--- config.mk ---
export PLATFORM = sky130hd
export DESIGN_NAME = cst_core_flat
export DESIGN_NICKNAME = d
export VERILOG_FILES = /design/src/rtl/cst_pkg.sv /design/src/rtl/cst_if.sv /design/src/rtl/cst_core.sv /design/src/flat_wrapper.sv
export SDC_FILE = /design/constraint.sdc
export NUM_CORES = 1
export LEC_CHECK = 0
export ABC_AREA = 1
export BUFFER_PORTS_ARGS = -buffer_cell sky130_fd_sc_hd__buf_2
export CAP_MARGIN = 20
export CORE_UTILIZATION = 36
export CTS_CLUSTER_DIAMETER = 50
export DETAILED_ROUTE_END_ITERATION = 8
export PLACE_DENSITY_LB_ADDON = 0.25
export SLEW_MARGIN = 5
export SYNTH_ARGS = -nofsm -noshare
export SYNTH_HDL_FRONTEND = slang
export SYNTH_SLANG_ARGS = --single-unit
--- constraint.sdc ---
create_clock -name i_clk -period 7.1 [get_ports i_clk]
set_input_delay 0.71 -clock i_clk [delete_from_list [all_inputs] [get_ports i_clk]]
set_output_delay 0.71 -clock i_clk [all_outputs]
set_load 0.02 [all_outputs]
--- src/rtl/cst_pkg.sv ---
// Shared types, command codes and constants for the countdown seconds timer.
// No dependencies; every other file imports this package.
package cst_pkg;

    localparam int SECONDS_WIDTH_DEF = 16;
    localparam int CMD_W             = 3;
    localparam int VAL_W             = 16;
    localparam int MS_W              = 16;
    localparam int CFG_DATA_W        = 16;
    localparam int CFG_IDX_W         = 1;

    localparam logic [CMD_W-1:0] CMD_TICK  = 3'd0;
    localparam logic [CMD_W-1:0] CMD_START = 3'd1;
    localparam logic [CMD_W-1:0] CMD_STOP  = 3'd2;
    localparam logic [CMD_W-1:0] CMD_RESET = 3'd3;
    localparam logic [CMD_W-1:0] CMD_SET   = 3'd4;

    localparam logic [CFG_IDX_W-1:0] CFG_DURATION    = 1'd0;
    localparam logic [CFG_IDX_W-1:0] CFG_TICK_PERIOD = 1'd1;

    localparam logic [CFG_DATA_W-1:0] TICK_PERIOD_RST = 16'd1000;
    localparam logic [MS_W-1:0]       MS_MAX          = 16'hFFFF;

    typedef struct packed {
        logic [CMD_W-1:0] command;
        logic [VAL_W-1:0] new_remaining;
    } t_item;

    typedef struct packed {
        logic [CFG_DATA_W-1:0] duration_seconds;
        logic [CFG_DATA_W-1:0] tick_period;
    } t_cfg;

endpackage

--- src/rtl/cst_if.sv ---


interface cst_res_if
    import cst_pkg::*;
#(
    parameter int SECONDS_WIDTH = SECONDS_WIDTH_DEF
);
    logic                     valid;
    logic                     ready;
    logic [SECONDS_WIDTH-1:0] remaining;
    logic                     running;
    logic                     finished;
    logic                     second_pulse;
    logic                     status_led;

    modport source (output valid, remaining, running, finished, second_pulse, status_led,
                    input ready);
    modport sink   (input valid, remaining, running, finished, second_pulse, status_led,
                    output ready);
endinterface


--- src/rtl/cst_core.sv ---
// Timer state, command decode and result register.
// Depends on cst_pkg and cst_res_if.
module cst_core
    import cst_pkg::*;
#(
    parameter int SECONDS_WIDTH = SECONDS_WIDTH_DEF
)(
    input  logic      i_clk,
    input  logic      i_rst_n,
    input  logic      i_valid,
    input  t_item     i_item,
    output logic      o_ready,
    input  t_cfg      i_cfg,
    cst_res_if.source o_res
);

    logic [SECONDS_WIDTH-1:0] r_secs, n_secs;
    logic [MS_W-1:0]          r_ms, n_ms;
    logic                     r_run, n_run;
    logic                     r_fin, n_fin;
    logic                     r_led, n_led;
    logic                     n_pulse;

    logic                     r_out_valid;
    logic [SECONDS_WIDTH-1:0] r_res_secs;
    logic                     r_res_run;
    logic                     r_res_fin;
    logic                     r_res_pulse;
    logic                     r_res_led;

    logic                     advance;
    logic [SECONDS_WIDTH-1:0] dur;
    logic [SECONDS_WIDTH-1:0] set_val;
    logic [SECONDS_WIDTH-1:0] secs_dec;
    logic [SECONDS_WIDTH-1:0] secs_ld;
    logic [MS_W-1:0]          ms_inc;

    assign o_ready = !r_out_valid || o_res.ready;
    assign advance = i_valid && o_ready;

    assign dur      = SECONDS_WIDTH'(i_cfg.duration_seconds);
    assign set_val  = SECONDS_WIDTH'(i_item.new_remaining);
    assign ms_inc   = r_ms + 1'b1;
    assign secs_dec = (r_secs != '0) ? r_secs - 1'b1 : r_secs;
    assign secs_ld  = (r_secs == '0) ? dur : r_secs;

    always_comb begin
        n_secs  = r_secs;
        n_ms    = r_ms;
        n_run   = r_run;
        n_fin   = r_fin;
        n_led   = r_led;
        n_pulse = 1'b0;
        unique case (i_item.command)
            CMD_TICK: begin
                if (r_run) begin
                    // a zero period never matches, so every tick counts a second
                    if (ms_inc < i_cfg.tick_period && r_ms != MS_MAX) begin
                        n_ms = ms_inc;
                    end else begin
                        n_ms    = '0;
                        n_led   = !r_led;
                        n_secs  = secs_dec;
                        n_pulse = (r_secs != '0);
                        if (secs_dec == '0) begin
                            n_run = 1'b0;
                            n_fin = 1'b1;
                            n_led = 1'b1;
                        end
                    end
                end
            end
            CMD_START: begin
                n_secs = secs_ld;
                if (secs_ld != '0) begin
                    n_ms  = '0;
                    n_run = 1'b1;
                    n_fin = 1'b0;
                    n_led = 1'b0;
                end
            end
            CMD_STOP: begin
                n_run = 1'b0;
                n_led = 1'b0;
            end
            CMD_RESET: begin
                n_run  = 1'b0;
                n_fin  = 1'b0;
                n_secs = dur;
                n_led  = 1'b0;
            end
            CMD_SET: begin
                n_secs = set_val;
                n_fin  = 1'b0;
                n_ms   = '0;
                if (set_val == '0) begin
                    n_run = 1'b0;
                    n_fin = 1'b1;
                    n_led = 1'b1;
                end
            end
            default: ;
        endcase
    end

    always_ff @(posedge i_clk) begin
        if (!i_rst_n) begin
            r_secs      <= '0;
            r_ms        <= '0;
            r_run       <= 1'b0;
            r_fin       <= 1'b0;
            r_led       <= 1'b0;
            r_out_valid <= 1'b0;
        end else begin
            if (advance) begin
                r_secs <= n_secs;
                r_ms   <= n_ms;
                r_run  <= n_run;
                r_fin  <= n_fin;
                r_led  <= n_led;
            end
            if (o_ready) begin
                r_out_valid <= i_valid;
            end
        end
    end

    always_ff @(posedge i_clk) begin
        if (advance) begin
            r_res_secs  <= n_secs;
            r_res_run   <= n_run;
            r_res_fin   <= n_fin;
            r_res_pulse <= n_pulse;
            r_res_led   <= n_led;
        end
    end

    assign o_res.valid        = r_out_valid;
    assign o_res.remaining    = r_res_secs;
    assign o_res.running      = r_res_run;
    assign o_res.finished     = r_res_fin;
    assign o_res.second_pulse = r_res_pulse;
    assign o_res.status_led   = r_res_led;

endmodule

--- src/flat_wrapper.sv ---
// flat-port wrapper written by rule: the top's interface ports become plain ports
module cst_core_flat import cst_pkg::*;
#(
    parameter int SECONDS_WIDTH = SECONDS_WIDTH_DEF
)
  (i_clk, i_rst_n, i_valid, i_item, o_ready, i_cfg, o_res_valid, o_res_remaining, o_res_running, o_res_finished, o_res_second_pulse, o_res_status_led, o_res_ready);
  cst_res_if #(.SECONDS_WIDTH(SECONDS_WIDTH)) o_res_i ();
  input  logic i_clk;
  input  logic i_rst_n;
  input  logic i_valid;
  input  t_item i_item;
  output logic o_ready;
  input  t_cfg i_cfg;
  output wire logic [$bits(o_res_i.valid)-1:0] o_res_valid;
  output wire logic [$bits(o_res_i.remaining)-1:0] o_res_remaining;
  output wire logic [$bits(o_res_i.running)-1:0] o_res_running;
  output wire logic [$bits(o_res_i.finished)-1:0] o_res_finished;
  output wire logic [$bits(o_res_i.second_pulse)-1:0] o_res_second_pulse;
  output wire logic [$bits(o_res_i.status_led)-1:0] o_res_status_led;
  input wire logic [$bits(o_res_i.ready)-1:0] o_res_ready;
  assign o_res_valid = o_res_i.valid;
  assign o_res_remaining = o_res_i.remaining;
  assign o_res_running = o_res_i.running;
  assign o_res_finished = o_res_i.finished;
  assign o_res_second_pulse = o_res_i.second_pulse;
  assign o_res_status_led = o_res_i.status_led;
  assign o_res_i.ready = o_res_ready;
  cst_core #(.SECONDS_WIDTH(SECONDS_WIDTH)) u_core (.i_clk(i_clk), .i_rst_n(i_rst_n), .i_valid(i_valid), .i_item(i_item), .o_ready(o_ready), .i_cfg(i_cfg), .o_res(o_res_i));
endmodule
==> impl_metrics.env <==
export IMPL_peakVddDrop_v=0.0000913
export IMPL_holdWs_ns=0.521
export IMPL_grt_use_total=0.198
export IMPL_fin_crit_ns=4.58
export IMPL_syn_area_mm2=0.00442
export IMPL_nets=799
export IMPL_place_gp_congestion=0.964
export IMPL_via_count=4570
export IMPL_fin_skew_ns=0.00871
export IMPL_critical_path_class="register to register"
export IMPL_ys_flop_type="dfxtp_1"
export IMPL_max_stage_delay_ns=0.65
export IMPL_viasPerCell=5.22
export IMPL_synth_seq_cells=56
export IMPL_start_kind="register"
export IMPL_placementRows=40
export IMPL_syn_nets=735
export IMPL_avgSynthCellArea_um2=6.67
export IMPL_cp_end_kind="register"
export IMPL_yosys_cell_types_count=39
export IMPL_drc=0
export IMPL_postSynth_asyncResetShare=0
export IMPL_drtIter0Drc=314
export IMPL_cts_sinks=56
export IMPL_synthCells=663
export IMPL_root_buffer="clkbuf_16"
export IMPL_min_period_over_period=0.645
export IMPL_ys_warn_count=0
export IMPL_leakage_nw=2.47
export IMPL_htree_levels=2
export IMPL_synth_edf_count=20
export IMPL_relSlewSlack=0.465
export IMPL_ant_nets=0
export IMPL_yosys_top_cells_area="dfxtp_1 (16%), edfxtp_1 (14%), nand2_1 (12%), inv_1 (8.5%), o21ai_0 (8.3%)"
export IMPL_hold_violations=0
export IMPL_setup_viol=0
export IMPL_die_width_um=113
export IMPL_rsz0062_at_grt="false"
export IMPL_syn2layout_area_growth_pct=13.9
export IMPL_fmax_mhz=218
export IMPL_dr_pass1_iters=4
export IMPL_grt_pass1_wl_um=20200
export IMPL_wl_per_cell_um=14.2
export IMPL_yosys_area_top_type="dfxtp_1"
export IMPL_slowest_stage="clkinv_1"
export IMPL_drt_wl_total_um=12400
export IMPL_cts_setup_buffers=0
export IMPL_required_ns=7.15
export IMPL_tns_ns=0
export IMPL_grt_max_degree=57
export IMPL_port_buffers=76
export IMPL_status="finished, final reports clean"
export IMPL_drv_slew=0
export IMPL_cts_clk_slew_worst_paths_ns=0.08
export IMPL_drive_gt1_frac=0.161
export IMPL_worstPathMaxFanout=27
export IMPL_antenna_cells=0
export IMPL_grt_pass1_vias=4331
export IMPL_die_y_um=113
export IMPL_worstPathCellList="ha_1, nand2_1, nor2_1, nand3_1, nor2_1, nand3_1, nor3_1, xor2_1, inv_1, ha_1, nand2_1, inv_1, nand3_1, inv_1, a21oi_1, nand3_1, nand2_2, clkinv_1, o211ai_1, nand2_1, o21ai_0, inv_1"
export IMPL_cap_violations=0
export IMPL_cts_buffer_depth=2
export IMPL_cts_tree="built"
export IMPL_hold_path_class="register to register"
export IMPL_insertion_delay_ns=0.30
export IMPL_worstPathArrival_ns=4.63
export IMPL_tightest_slew_ns=0.801
export IMPL_gr_total_overflow=0
export IMPL_antenna_found_initial=0
export IMPL_start_util=0.368
export IMPL_cts_hold_buf=0
export IMPL_cts_made_buffers=5
export IMPL_ys_seq_area_frac=0.299
export IMPL_core_mm2=0.0120
export IMPL_ios=77
export IMPL_die_area_mm2=0.0127
export IMPL_p_per_area_mw_per_mm2=182
export IMPL_yosys_area_top_type_share=0.163
export IMPL_cts_resized=0
export IMPL_hpwlAfterDp_um=9160
-- kinds of logic (layout without fill, tap and decap cells) --
family	Yosys count	in the layout	synth area share
AO/OA/AOI/OAI	162	162	0.212
XOR/XNOR	18	18	0.0356
adder cells (fa/ha/maj)	17	17	0.0481
buffers and inverters	128	193	0.117
flip-flops	56	56	0.299
AND/OR/NAND/NOR	282	282	0.288
-- cells in the mapped netlist, types with 10 or more instances --
master      n
ha_1       17
nor3_1     16
nor2_1     60
edfxtp_1   20
a21oi_1    49
inv_1     100
o21ai_0    73
nand3_1    37
clkbuf_1   13
nand2_1   138
xor2_1     16
dfxtp_1    36
o211ai_1   10
-- sequential cells by signal (all words and copies together), names as in the netlist --
| name | flops |
|---|---|
| u_core.o_res.status_led | 1 |
| u_core.o_res.running | 1 |
| u_core.r_fin | 1 |
| u_core.r_ms | 16 |
| u_core.r_run | 1 |
| u_core.o_res.valid | 1 |
| u_core.r_led | 1 |
| u_core.o_res.remaining | 16 |
| u_core.o_res.second_pulse | 1 |
| u_core.o_res.finished | 1 |
| u_core.r_secs | 16 |
-- final timing paths --
kind	from	end	slack (ns)	cells after the start
setup reg to reg	u_core.r_ms[0]	u_core.o_res.remaining[13]	2.52	22
setup / recovery	u_core.r_ms[0]	u_core.o_res.remaining[13]	2.52	22
hold / removal	u_core.o_res.valid	u_core.o_res.valid	0.52	2
hold reg to reg	u_core.o_res.valid	u_core.o_res.valid	0.52	2
-- final cells by class --
cell class / instances / area (um2)
well taps: 147 / 184
repair buffers: 78 / 395
clock buffers: 7 / 143
flip-flops and latches: 56 / 1320
clock inverters: 1 / 6.26
inverters: 107 / 404
fillers: 1272 / 6970
multi-input cells: 479 / 2580
-- routing by layer --
metal	global-route usage	wire, um
met1	0.230	5390
met2	0.356	6150
met3	0.0327	543
met4	0.0904	359
met5	0	0
-- worst max-delay path: cells and delay by family, from the launching register on --
kind,cells,cell delay [ns]
DFF,1,0.40
AOI/OAI and AO/OA,3,0.66
and+or+nand+nor,11,1.68
xor gates and xnor gates,1,0.21
adders and majority gates,2,0.48
buffers and inverters,5,0.86
-- stage by stage --
stage,utilization,area (um2),power [mW],setup WS (ns),std cells
detailed placement,0.407,4890,0.663,2.54,867
global placement,0.407,4890,0.658,2.69,867
finish,0.419,5040,0.918,2.52,875
CTS,0.419,5040,0.927,2.52,875
floorplan,-,4420,0.587,3.82,663
global route,0.419,5040,0.978,1.97,875
-- cells in the final DEF (no fill, tap or decap), types with 3 or more instances in the layout --
master / count
a221o_1: 4
clkinv_1: 4
o211ai_1: 10
clkbuf_16: 5
nor2_2: 4
nor2_1: 60
nand4_1: 5
dfxtp_1: 36
nor4_1: 4
ha_1: 17
nand2_2: 7
o21ai_0: 73
a211oi_1: 4
nand3_1: 37
xor2_1: 16
nand2_1: 138
a21oi_1: 49
o21ai_2: 4
edfxtp_1: 20
buf_2: 76
a221oi_1: 7
nor2_4: 4
nor3_1: 16
nand2_4: 3
inv_1: 100
-- power breakdown --
| part | total (mW) | internal [mW] | leakage, nW | switching [mW] |
|---|---|---|---|---|
| combinational | 0.274 | 0.0911 | 1.90 | 0.183 |
| clock | 0.260 | 0.141 | 0.0744 | 0.119 |
| sequential | 0.384 | 0.361 | 0.495 | 0.0227 |
| total | 0.918 | 0.594 | 2.47 | 0.325 |
Note: power is estimated with default switching activity, not from simulation.
